<file path="config.mk">
export PLATFORM = sky130hd
export DESIGN_NAME = humidity_sensor_sequencer_unit
export DESIGN_NICKNAME = d
export VERILOG_FILES = /design/src/design/hss_pkg.sv /design/src/design/humidity_sensor_sequencer_unit.sv /design/src/design/hss_cfg_regs.sv /design/src/design/hss_step.sv
export SDC_FILE = /design/constraint.sdc
export NUM_CORES = 1
export LEC_CHECK = 0
export BUFFER_PORTS_ARGS = -buffer_cell sky130_fd_sc_hd__buf_2
export CAP_MARGIN = 20
export CORE_MARGIN = 2
export CORE_UTILIZATION = 65
export DETAILED_ROUTE_END_ITERATION = 10
export PLACE_DENSITY = 0.86
export SKIP_LAST_GASP = 1
export SLEW_MARGIN = 20
export SYNTH_ARGS = -nofsm -noshare
export SYNTH_HDL_FRONTEND = slang
export SYNTH_HIERARCHICAL = 1
export SYNTH_SLANG_ARGS = --single-unit
</file>
<file path="constraint.sdc">
create_clock -name clk -period 11.62 [get_ports clk]
set_input_delay 2.324 -clock clk [delete_from_list [all_inputs] [get_ports clk]]
set_output_delay 2.324 -clock clk [all_outputs]
set_load 0.02 [all_outputs]
</file>
<file path="src/design/hss_pkg.sv">
`default_nettype none
// ----------------------------------------------------------------------------
// hss_pkg: shared types and constants of the humidity sensor sequencer
// Sequence state codes, command words, configuration indexes and the structs
// passed between the configuration, step and top-level modules.
// ----------------------------------------------------------------------------
package hss_pkg;

	// sequence state codes
	localparam logic [2:0] ST_BOOT     = 3'd0;
	localparam logic [2:0] ST_STATUS   = 3'd1;
	localparam logic [2:0] ST_EVAL     = 3'd2;
	localparam logic [2:0] ST_SEND_CAL = 3'd3;
	localparam logic [2:0] ST_IDLE     = 3'd4;
	localparam logic [2:0] ST_TRIGGER  = 3'd5;
	localparam logic [2:0] ST_WAIT     = 3'd6;
	localparam logic [2:0] ST_FETCH    = 3'd7;

	// item operation codes
	localparam logic OP_TICK    = 1'b0;
	localparam logic OP_TRIGGER = 1'b1;

	// configuration register indexes
	localparam logic [1:0] CFG_DEVICE_ADDRESS = 2'd0;
	localparam logic [1:0] CFG_POWER_ON_DELAY = 2'd1;
	localparam logic [1:0] CFG_MEASURE_WAIT   = 2'd2;

	localparam int unsigned CFG_DATA_W = 16;

	// command words and status bits
	localparam logic [23:0] CMD_CALIBRATE = 24'hBE0800;
	localparam logic [23:0] CMD_MEASURE   = 24'hAC3300;
	localparam int unsigned STATUS_CAL_BIT  = 3;
	localparam int unsigned STATUS_BUSY_BIT = 7;

	localparam logic [2:0] LEN_STATUS  = 3'd1;
	localparam logic [2:0] LEN_MEASURE = 3'd6;

	// conversion scale factors and temperature offset
	localparam logic [9:0]  HUM_SCALE   = 10'd1000;
	localparam logic [10:0] TEMP_SCALE  = 11'd2000;
	localparam logic [11:0] TEMP_OFFSET = 12'd500;

	// register reset values
	localparam logic [15:0] POWER_ON_DELAY_RST = 16'd40;
	localparam logic [15:0] MEASURE_WAIT_RST   = 16'd80;
	localparam logic signed [11:0] TEMP_RST    = -12'sd500;

	typedef struct packed {
		logic [15:0] power_on_delay_ms;
		logic [15:0] measure_wait_ms;
	} cfg_t;

	typedef struct packed {
		logic        operation;
		logic [31:0] now_ms;
		logic        bus_busy;
		logic        rx_ready;
		logic [47:0] rx_bytes;
	} item_t;

	typedef struct packed {
		logic [2:0]          seq_state;
		logic [31:0]         start_time;
		logic [9:0]          humidity;
		logic signed [11:0]  temperature;
		logic                value_valid;
	} seq_t;

	typedef struct packed {
		logic               trigger_accepted;
		logic               issue_write;
		logic [23:0]        command_bytes;
		logic               issue_read;
		logic [2:0]         read_length;
		logic               rx_taken;
		logic [9:0]         humidity_tenths;
		logic signed [11:0] temperature_tenths;
		logic               reading_valid;
	} result_t;

endpackage
`default_nettype wire

</file>
<file path="src/design/humidity_sensor_sequencer_unit.sv">
`default_nettype none
// ----------------------------------------------------------------------------
// humidity_sensor_sequencer_unit: I2C humidity/temperature sensor sequencer
// Steps the power-on, status, calibrate and measure sequence once per word
// and reports bus requests and the last converted reading.
// ----------------------------------------------------------------------------
// Takes one word per clock while in_stall is low and returns one result word
// per input word. An accepted word sits in the input register; the step logic
// (state update and the two 20-bit by constant conversion multipliers) loads
// its result into the result register once that register can advance, and the
// result is offered from there. A result waiting under
// out_stall holds the result register; the input register still takes one
// more word, and in_stall rises only once both are full. Configuration writes
// are taken at any time and should be made only while no word is in flight.
// ----------------------------------------------------------------------------
module humidity_sensor_sequencer_unit (
	input  wire logic                           clk,
	input  wire logic                           arst_n,
	// configuration
	input  wire logic                           cfg_write,
	input  wire logic [1:0]                     cfg_index,
	input  wire logic [hss_pkg::CFG_DATA_W-1:0] cfg_data,
	// input channel
	input  wire logic                           in_valid,
	output logic                                in_stall,
	input  wire logic                           operation,
	input  wire logic [31:0]                    now_ms,
	input  wire logic                           bus_busy,
	input  wire logic                           rx_ready,
	input  wire logic [47:0]                    rx_bytes,
	// output channel
	output logic                                out_valid,
	input  wire logic                           out_stall,
	output logic                                trigger_accepted,
	output logic                                issue_write,
	output logic [23:0]                         command_bytes,
	output logic                                issue_read,
	output logic [2:0]                          read_length,
	output logic                                rx_taken,
	output logic [9:0]                          humidity_tenths,
	output logic signed [11:0]                  temperature_tenths,
	output logic                                reading_valid
);

	hss_pkg::cfg_t    cfg;
	hss_pkg::item_t   item_s1;
	logic             valid_s1;
	hss_pkg::result_t res_s2;
	logic             valid_s2;
	hss_pkg::seq_t    seq_q;
	hss_pkg::seq_t    seq_nxt;
	hss_pkg::result_t res_nxt;
	logic             advance;
	logic             load_s1;

	hss_cfg_regs u_cfg (
		.clk       (clk),
		.arst_n    (arst_n),
		.cfg_write (cfg_write),
		.cfg_index (cfg_index),
		.cfg_data  (cfg_data),
		.cfg       (cfg)
	);

	hss_step u_step (
		.item (item_s1),
		.cur  (seq_q),
		.cfg  (cfg),
		.nxt  (seq_nxt),
		.res  (res_nxt)
	);

	// pipeline flow control; the input register fills while the result waits
	assign advance  = !valid_s2 || !out_stall;
	assign load_s1  = !valid_s1 || advance;
	assign in_stall = valid_s1 && !advance;

	// valid bits and sequence state
	always_ff @(posedge clk or negedge arst_n) begin
		if (!arst_n) begin
			valid_s1          <= 1'b0;
			valid_s2          <= 1'b0;
			seq_q.seq_state   <= hss_pkg::ST_BOOT;
			seq_q.start_time  <= '0;
			seq_q.humidity    <= '0;
			seq_q.temperature <= hss_pkg::TEMP_RST;
			seq_q.value_valid <= 1'b0;
		end else begin
			if (load_s1)
				valid_s1 <= in_valid;
			if (advance) begin
				valid_s2 <= valid_s1;
				if (valid_s1)
					seq_q <= seq_nxt;
			end
		end
	end

	// payload registers
	always_ff @(posedge clk) begin
		if (load_s1) begin
			item_s1.operation <= operation;
			item_s1.now_ms    <= now_ms;
			item_s1.bus_busy  <= bus_busy;
			item_s1.rx_ready  <= rx_ready;
			item_s1.rx_bytes  <= rx_bytes;
		end
		if (advance)
			res_s2 <= res_nxt;
	end

	// result word
	assign out_valid          = valid_s2;
	assign trigger_accepted   = res_s2.trigger_accepted;
	assign issue_write        = res_s2.issue_write;
	assign command_bytes      = res_s2.command_bytes;
	assign issue_read         = res_s2.issue_read;
	assign read_length        = res_s2.read_length;
	assign rx_taken           = res_s2.rx_taken;
	assign humidity_tenths    = res_s2.humidity_tenths;
	assign temperature_tenths = res_s2.temperature_tenths;
	assign reading_valid      = res_s2.reading_valid;

	// checks
	a_stall_needs_word: assert property (@(posedge clk) disable iff (!arst_n)
		in_stall |-> valid_s1 && valid_s2)
		else $error("input stalled with a free stage");

	a_valid_sticky: assert property (@(posedge clk) disable iff (!arst_n)
		$past(seq_q.value_valid) |-> seq_q.value_valid)
		else $error("stored reading lost its valid flag");

	a_write_cmd: assert property (@(posedge clk) disable iff (!arst_n)
		out_valid && issue_write |->
			command_bytes == hss_pkg::CMD_CALIBRATE ||
			command_bytes == hss_pkg::CMD_MEASURE)
		else $error("unknown command word");

	a_read_len: assert property (@(posedge clk) disable iff (!arst_n)
		out_valid |-> issue_read == (read_length != 3'd0))
		else $error("read length does not match read request");

	a_trigger_quiet: assert property (@(posedge clk) disable iff (!arst_n)
		out_valid && trigger_accepted |-> !issue_write && !issue_read && !rx_taken)
		else $error("trigger word issued a bus request");

endmodule
`default_nettype wire

</file>
<file path="src/design/hss_cfg_regs.sv">
`default_nettype none
// ----------------------------------------------------------------------------
// hss_cfg_regs: configuration registers
// Plain write port. A write to the bus address index is taken and dropped
// here; unknown indexes are ignored.
// ----------------------------------------------------------------------------
module hss_cfg_regs (
	input  wire logic                              clk,
	input  wire logic                              arst_n,
	input  wire logic                              cfg_write,
	input  wire logic [1:0]                        cfg_index,
	input  wire logic [hss_pkg::CFG_DATA_W-1:0]    cfg_data,
	output hss_pkg::cfg_t                          cfg
);

	hss_pkg::cfg_t cfg_q;

	// register write
	always_ff @(posedge clk or negedge arst_n) begin
		if (!arst_n) begin
			cfg_q.power_on_delay_ms <= hss_pkg::POWER_ON_DELAY_RST;
			cfg_q.measure_wait_ms   <= hss_pkg::MEASURE_WAIT_RST;
		end else if (cfg_write) begin
			case (cfg_index)
				hss_pkg::CFG_DEVICE_ADDRESS: begin
					cfg_q <= cfg_q;
				end
				hss_pkg::CFG_POWER_ON_DELAY: begin
					cfg_q.power_on_delay_ms <= cfg_data[15:0];
				end
				hss_pkg::CFG_MEASURE_WAIT: begin
					cfg_q.measure_wait_ms <= cfg_data[15:0];
				end
				default: begin
					cfg_q <= cfg_q;
				end
			endcase
		end
	end

	assign cfg = cfg_q;

endmodule
`default_nettype wire

</file>
<file path="src/design/hss_step.sv">
`default_nettype none
// ----------------------------------------------------------------------------
// hss_step: one step of the sequencer
// Combinational next state and result word for the item held in the input
// register, including the raw-to-tenths conversion of a measurement.
// ----------------------------------------------------------------------------
module hss_step (
	input  wire hss_pkg::item_t item,
	input  wire hss_pkg::seq_t  cur,
	input  wire hss_pkg::cfg_t  cfg,
	output hss_pkg::seq_t       nxt,
	output hss_pkg::result_t    res
);

	logic [7:0]  status_byte;
	logic [19:0] raw_h;
	logic [19:0] raw_t;
	logic [29:0] hum_prod;
	logic [30:0] temp_prod;
	logic [9:0]  hum_conv;
	logic [10:0] temp_conv;
	logic [31:0] elapsed;

	// unpack and scale the measurement bytes
	assign status_byte = item.rx_bytes[47:40];
	assign raw_h       = item.rx_bytes[39:20];
	assign raw_t       = item.rx_bytes[19:0];
	assign hum_prod    = raw_h * hss_pkg::HUM_SCALE;
	assign temp_prod   = raw_t * hss_pkg::TEMP_SCALE;
	assign hum_conv    = hum_prod[29:20];
	assign temp_conv   = temp_prod[30:20];

	// wrapping time since the last command
	assign elapsed = item.now_ms - cur.start_time;

	// sequence step
	always_comb begin
		nxt = cur;
		res = '0;
		if (item.operation == hss_pkg::OP_TRIGGER) begin
			if (cur.seq_state == hss_pkg::ST_IDLE) begin
				nxt.seq_state        = hss_pkg::ST_TRIGGER;
				res.trigger_accepted = 1'b1;
			end
		end else begin
			case (cur.seq_state)
				hss_pkg::ST_BOOT: begin
					if (item.now_ms > {16'd0, cfg.power_on_delay_ms})
						nxt.seq_state = hss_pkg::ST_STATUS;
				end
				hss_pkg::ST_STATUS: begin
					if (!item.bus_busy) begin
						res.issue_read  = 1'b1;
						res.read_length = hss_pkg::LEN_STATUS;
						nxt.seq_state   = hss_pkg::ST_EVAL;
					end
				end
				hss_pkg::ST_EVAL: begin
					if (item.rx_ready) begin
						res.rx_taken  = 1'b1;
						nxt.seq_state = status_byte[hss_pkg::STATUS_CAL_BIT] ?
							hss_pkg::ST_IDLE : hss_pkg::ST_SEND_CAL;
					end
				end
				hss_pkg::ST_SEND_CAL, hss_pkg::ST_TRIGGER: begin
					if (!item.bus_busy) begin
						res.issue_write   = 1'b1;
						res.command_bytes = (cur.seq_state == hss_pkg::ST_SEND_CAL) ?
							hss_pkg::CMD_CALIBRATE : hss_pkg::CMD_MEASURE;
						nxt.start_time    = item.now_ms;
						nxt.seq_state     = hss_pkg::ST_WAIT;
					end
				end
				hss_pkg::ST_IDLE: begin
					nxt.seq_state = hss_pkg::ST_IDLE;
				end
				hss_pkg::ST_WAIT: begin
					if (elapsed >= {16'd0, cfg.measure_wait_ms}) begin
						res.issue_read  = 1'b1;
						res.read_length = hss_pkg::LEN_MEASURE;
						nxt.seq_state   = hss_pkg::ST_FETCH;
					end
				end
				default: begin
					// fetch: take the six bytes, keep old values if sensor busy
					if (item.rx_ready) begin
						res.rx_taken = 1'b1;
						if (!status_byte[hss_pkg::STATUS_BUSY_BIT]) begin
							nxt.humidity    = hum_conv;
							nxt.temperature = $signed({1'b0, temp_conv}
								- hss_pkg::TEMP_OFFSET);
							nxt.value_valid = 1'b1;
						end
						nxt.seq_state = hss_pkg::ST_IDLE;
					end
				end
			endcase
		end
		// stored values as they stand after this step
		res.humidity_tenths    = nxt.humidity;
		res.temperature_tenths = nxt.temperature;
		res.reading_valid      = nxt.value_valid;
	end

endmodule
`default_nettype wire

</file>
Word level (Yosys, flattened, before mapping)
Cells that the tools add are included.
- bits in registers: 229
- bits in latches: 0
- RAM bits: 0
- ROM bits: 0
- bits of input ports: 106
- word-level logic and storage cells: 86
- memories kept: 0
- add/subtract/negate cells: 2
- multipliers: 2
- divide/modulo/power cells: 0
- order comparisons: 2
- equal/unequal tests: 14
- shift-type cells: 0
- mux-type cells: 21
- bitwise logic cells: 3
- reductions and logical operators: 19
- operators with widths (operator ; count):
    23-bit 2-to-1 mux ; 4
    20-bit by 7-bit multiplier with 27-bit output, second input constant ; 2
    35-bit 2-to-1 mux ; 1
    32-bit by 16-bit >= comparator with 1-bit output ; 1
    32-bit by 16-bit greater-than comparator with 1-bit output ; 1
    32-bit subtractor ; 1
    25-bit 2-to-1 mux ; 1
    3-bit 2-to-1 mux ; 8
    21-bit 2-to-1 mux ; 1
    3-bit case mux with 6 select lines ; 1
    7-bit OR reduction ; 2
    11-bit by 9-bit subtractor with 12-bit output, second input constant ; 1
    3-bit == test, second input constant ; 3
    3-bit inequality test, second input constant ; 3
    9-bit AND reduction ; 1
    4-bit 2-to-1 mux ; 2
    4-bit case mux with 2 select lines ; 1
    3-bit by 2-bit == test with 1-bit output, second input constant ; 2
    3-bit by 2-bit inequality test with 1-bit output, second input constant ; 2
    2-bit AND reduction ; 3
    6-bit nonzero test ; 1
    5-bit AND reduction ; 1
    1-bit zero test ; 4
    2-bit OR reduction ; 2
    10 further kinds ; 14

Depth between registers and ports, before layout
- depth in word-level cells: 6
- depth in mapped cells: 23
- gate-level depth less buffers: 23

By module
Netlist, hierarchy kept.
- by module, submodules not included (module ; times used ; cells each ; area an instance (um2)):
    hss_step ; 1 ; 1138 ; 9497.9
    humidity_sensor_sequencer_unit ; 1 ; 267 ; 6468.7
    hss_cfg_regs ; 1 ; 68 ; 1303.8

Worst setup path after synthesis
No wires, ideal clock.
- path kind: register to register
- from: register item_s1[26] in the netlist's numbering
- to: register seq_q[22] in the netlist's numbering
- library setup time: 0.125 ns
- arrival time: 4.990 ns
- required time: 11.495 ns
- slack: 6.505 ns
- cell stages (with the launch flop): 18
- path buffers: 0
- period minus slack after synthesis: 5.115 ns
- cell sequence: edfxtp_1 -> fa_1 -> fa_1 -> fa_1 -> fa_1 -> ha_1 -> a21o_1 -> a21oi_1 -> o21ai_0 -> a221oi_1 -> nand3_1 -> a311o_1 -> a21o_1 -> a21o_1 -> a21oi_1 -> xnor2_1 -> o21ai_1 -> mux2_2
- RTL lines (what ; RTL line ; source):
    from (decl) ; humidity_sensor_sequencer_unit.sv:46 ; hss_pkg::item_t item_s1;
    to (signal assigned) ; humidity_sensor_sequencer_unit.sv:94 ; seq_q <= seq_nxt;
    to (decl) ; humidity_sensor_sequencer_unit.sv:50 ; hss_pkg::seq_t seq_q;

==> metrics.cfg <==
[run_status]
status = finished clean

[timing]
setup-violations-final = 0
period_share_pct = 50.1
finalClockSkew_ns = 0.0254
fin_crit_ns = 5.82
slew_violations = 0
final-hold-violation-count = 0
rsz0062_at_grt = false
slew_headroom_pct = 29.1
fin_tns_setup_ns = 0
fmax_mhz = 172
tightest_slew_ns = 1.06

[clock_network]
clock_path_buffers = 3
ctsResizeCount = 0
cts-root-buf = clkbuf_16
cts_tree = yes
cts_buffers = 24
insertion_delay_ns = 0.54
post-cts-setup-buffer-count = 0
cts.reportedPaths.clkPinSlew_ns = 0.06
cts_htree_levels = 1
postCtsHoldBufs = 0
cts_sinks = 223

[routing]
via_per_inst = 5.73
ant_nets = 0
post-route-drc-count = 0
drt-total-wl_um = 34700
wire_per_inst_um = 17.9
drt_iter0_drc = 535
dr.pass1.iters = 5
num_vias = 11100

[setup_path]
arrival_ns = 6.26
crit_start = item_s1[9]
rr_endpoint = seq_q[10]
cp.required_ns = 12.07
crit_fanout = 4
path_class = register to register
cp-end-kind = register
r2r_start = item_s1[9]
reg2reg_setup_slack_ns = 5.80
reg2reg_depth = 18
crit_path_start_kind = register

[global_route]
grt-ovfl-total = 0
grt_max_degree = 79
grt_usage_pct = 26.1
grt_pass1_wl_um = 58800
first_global_vias = 12100
antenna_found_initial = 2

[pwr]
p_per_area_nw_per_um2 = 274
vdd_drop_max_mv = 0.199
leakage_nw = 8.81

[floorplan]
die_x_um = 166
fp.dieH_um = 166
start_util_pct = 66.0
rows = 59
core_um2 = 25900
dieArea_um2 = 27600
ioPinCount = 162

[finish]
area_growth_pct = 9.04
fin_nets = 2013
fillers = 1752
post-route-util_pct = 71.9
drive_gt1_share_pct = 20.2

[hold_path]
hold_start = seq_q[48]
hold_depth = 1
hold_end = seq_q[48]
hold_class = register to register

[synthesis]
synth_area_um2 = 17100
syn_avg_cell_area_um2 = 11.6
yosysWarningCount = 6
synthCells = 1467

[placed_design]
place_congestion = 0.904
place_hpwl_um = 26100
io_buffers = 155

[job]
drv_cap = 0

-- cell type report --
| class | instances | area [µm²] | share of cell area [%] |
|---|---|---|---|
| diodes | 2 | 5.00 | 0.0269 |
| clock buffers | 24 | 601 | 3.22 |
| clock inverters | 20 | 186 | 1.00 |
| inverters | 193 | 726 | 3.89 |
| multi-input cells | 984 | 9630 | 51.7 |
| flip-flops and latches | 223 | 6250 | 33.5 |
| well taps | 335 | 419 | 2.25 |
| repair buffers | 161 | 823 | 4.42 |
-- stage by stage --
stage | instance area (µm²) | setup slack, ns | power [mW] | instances | hold WS, ns
detailed placement | 17800 | 5.97 | 4.29 | 1896 | 0.492
finish | 18600 | 5.80 | 5.10 | 1942 | 0.510
global placement | 17800 | 6.12 | 4.11 | 1896 | 0.465
global route | 18600 | 5.48 | 5.59 | 1942 | 0.524
floorplan | 17100 | 6.51 | 3.68 | 1479 | 0.452
CTS | 18600 | 5.97 | 5.09 | 1940 | 0.512
-- worst max-delay path by stage --
| stage | cells past startpoint | slack, ns | endpoint |
|---|---|---|---|
| detailed placement | 17 | 5.97 | seq_q[22] |
| global route | 19 | 5.48 | seq_q[11] |
| global placement | 20 | 6.12 | seq_q[11] |
| CTS | 19 | 5.97 | seq_q[11] |
| finish | 18 | 5.80 | seq_q[10] |
| floorplan | 17 | 6.51 | seq_q[22] |
-- power breakdown --
part,internal [mW],total [mW],leakage [nW],switching (mW)
registers,1.04,1.17,2.47,0.124
clock network,0.428,0.757,0.380,0.329
logic,1.42,3.17,5.96,1.76
-- per-layer routing --
| metal | share of wire, % | wire (µm) | global-route usage [%] | up-vias |
|---|---|---|---|---|
| met1 | 40 | 13900 | 31.2 | 5576 |
| met4 | 3.5 | 1220 | 9.11 | 0 |
| met2 | 53 | 18600 | 48.8 | 230 |
| met5 | 0 | 0 | 0 | - |
| met3 | 3.0 | 1040 | 2.74 | 73 |
| li1 | - | - | - | 5255 |
-- critical path: stages (launching register included) --
cell and delay [ns]:
edfxtp_1 0.43, inv_1 0.28, fa_1 0.52, fa_1 0.55
fa_1 0.44, fa_1 0.51, inv_1 0.04, ha_1 0.34
a21oi_1 0.18, o221ai_1 0.18, a211oi_1 0.36, a21oi_1 0.15
o41ai_1 0.50, xnor2_1 0.27, and2_1 0.24, nand4_1 0.17
xor2_1 0.22, o21ai_1 0.09, mux2_2 0.28
-- flip-flops by register name, summed over array words and instances (netlist names) --
signal	flops
item_s1	77
seq_q	58
u_cfg/cfg	32
command_bytes	24
temperature_tenths	12
humidity_tenths	10
read_length	3
issue_read	1
issue_write	1
out_valid	1
reading_valid	1
rx_taken	1
trigger_accepted	1
valid_s1	1
-- layout by cell type, fill, tap and decap left out, types with 5 or more instances in the layout --
master       n
nor2_1      31
edfxtp_1   131
nand2_1     97
xor2_1      21
nor4_1       5
and2_1       8
nand4_1     20
inv_1      191
xnor2_1     32
o21ai_1     15
nor3_1      12
nand3_1     19
buf_4        7
or2_2        6
mux2_2      52
or3_1        6
a211oi_1    10
dfstp_2      9
nor2b_1     11
nand2b_1    10
fa_1       139
dfrtp_1     83
o21bai_1     5
o21ai_0     67
buf_2      154
and3_1       7
conb_1      13
clkinv_2     8
o21a_1       9
a21oi_1     66
a21o_1      43
clkbuf_16   24
ha_1       181
mux2_4      40
(Power assumes the default switching activity.)
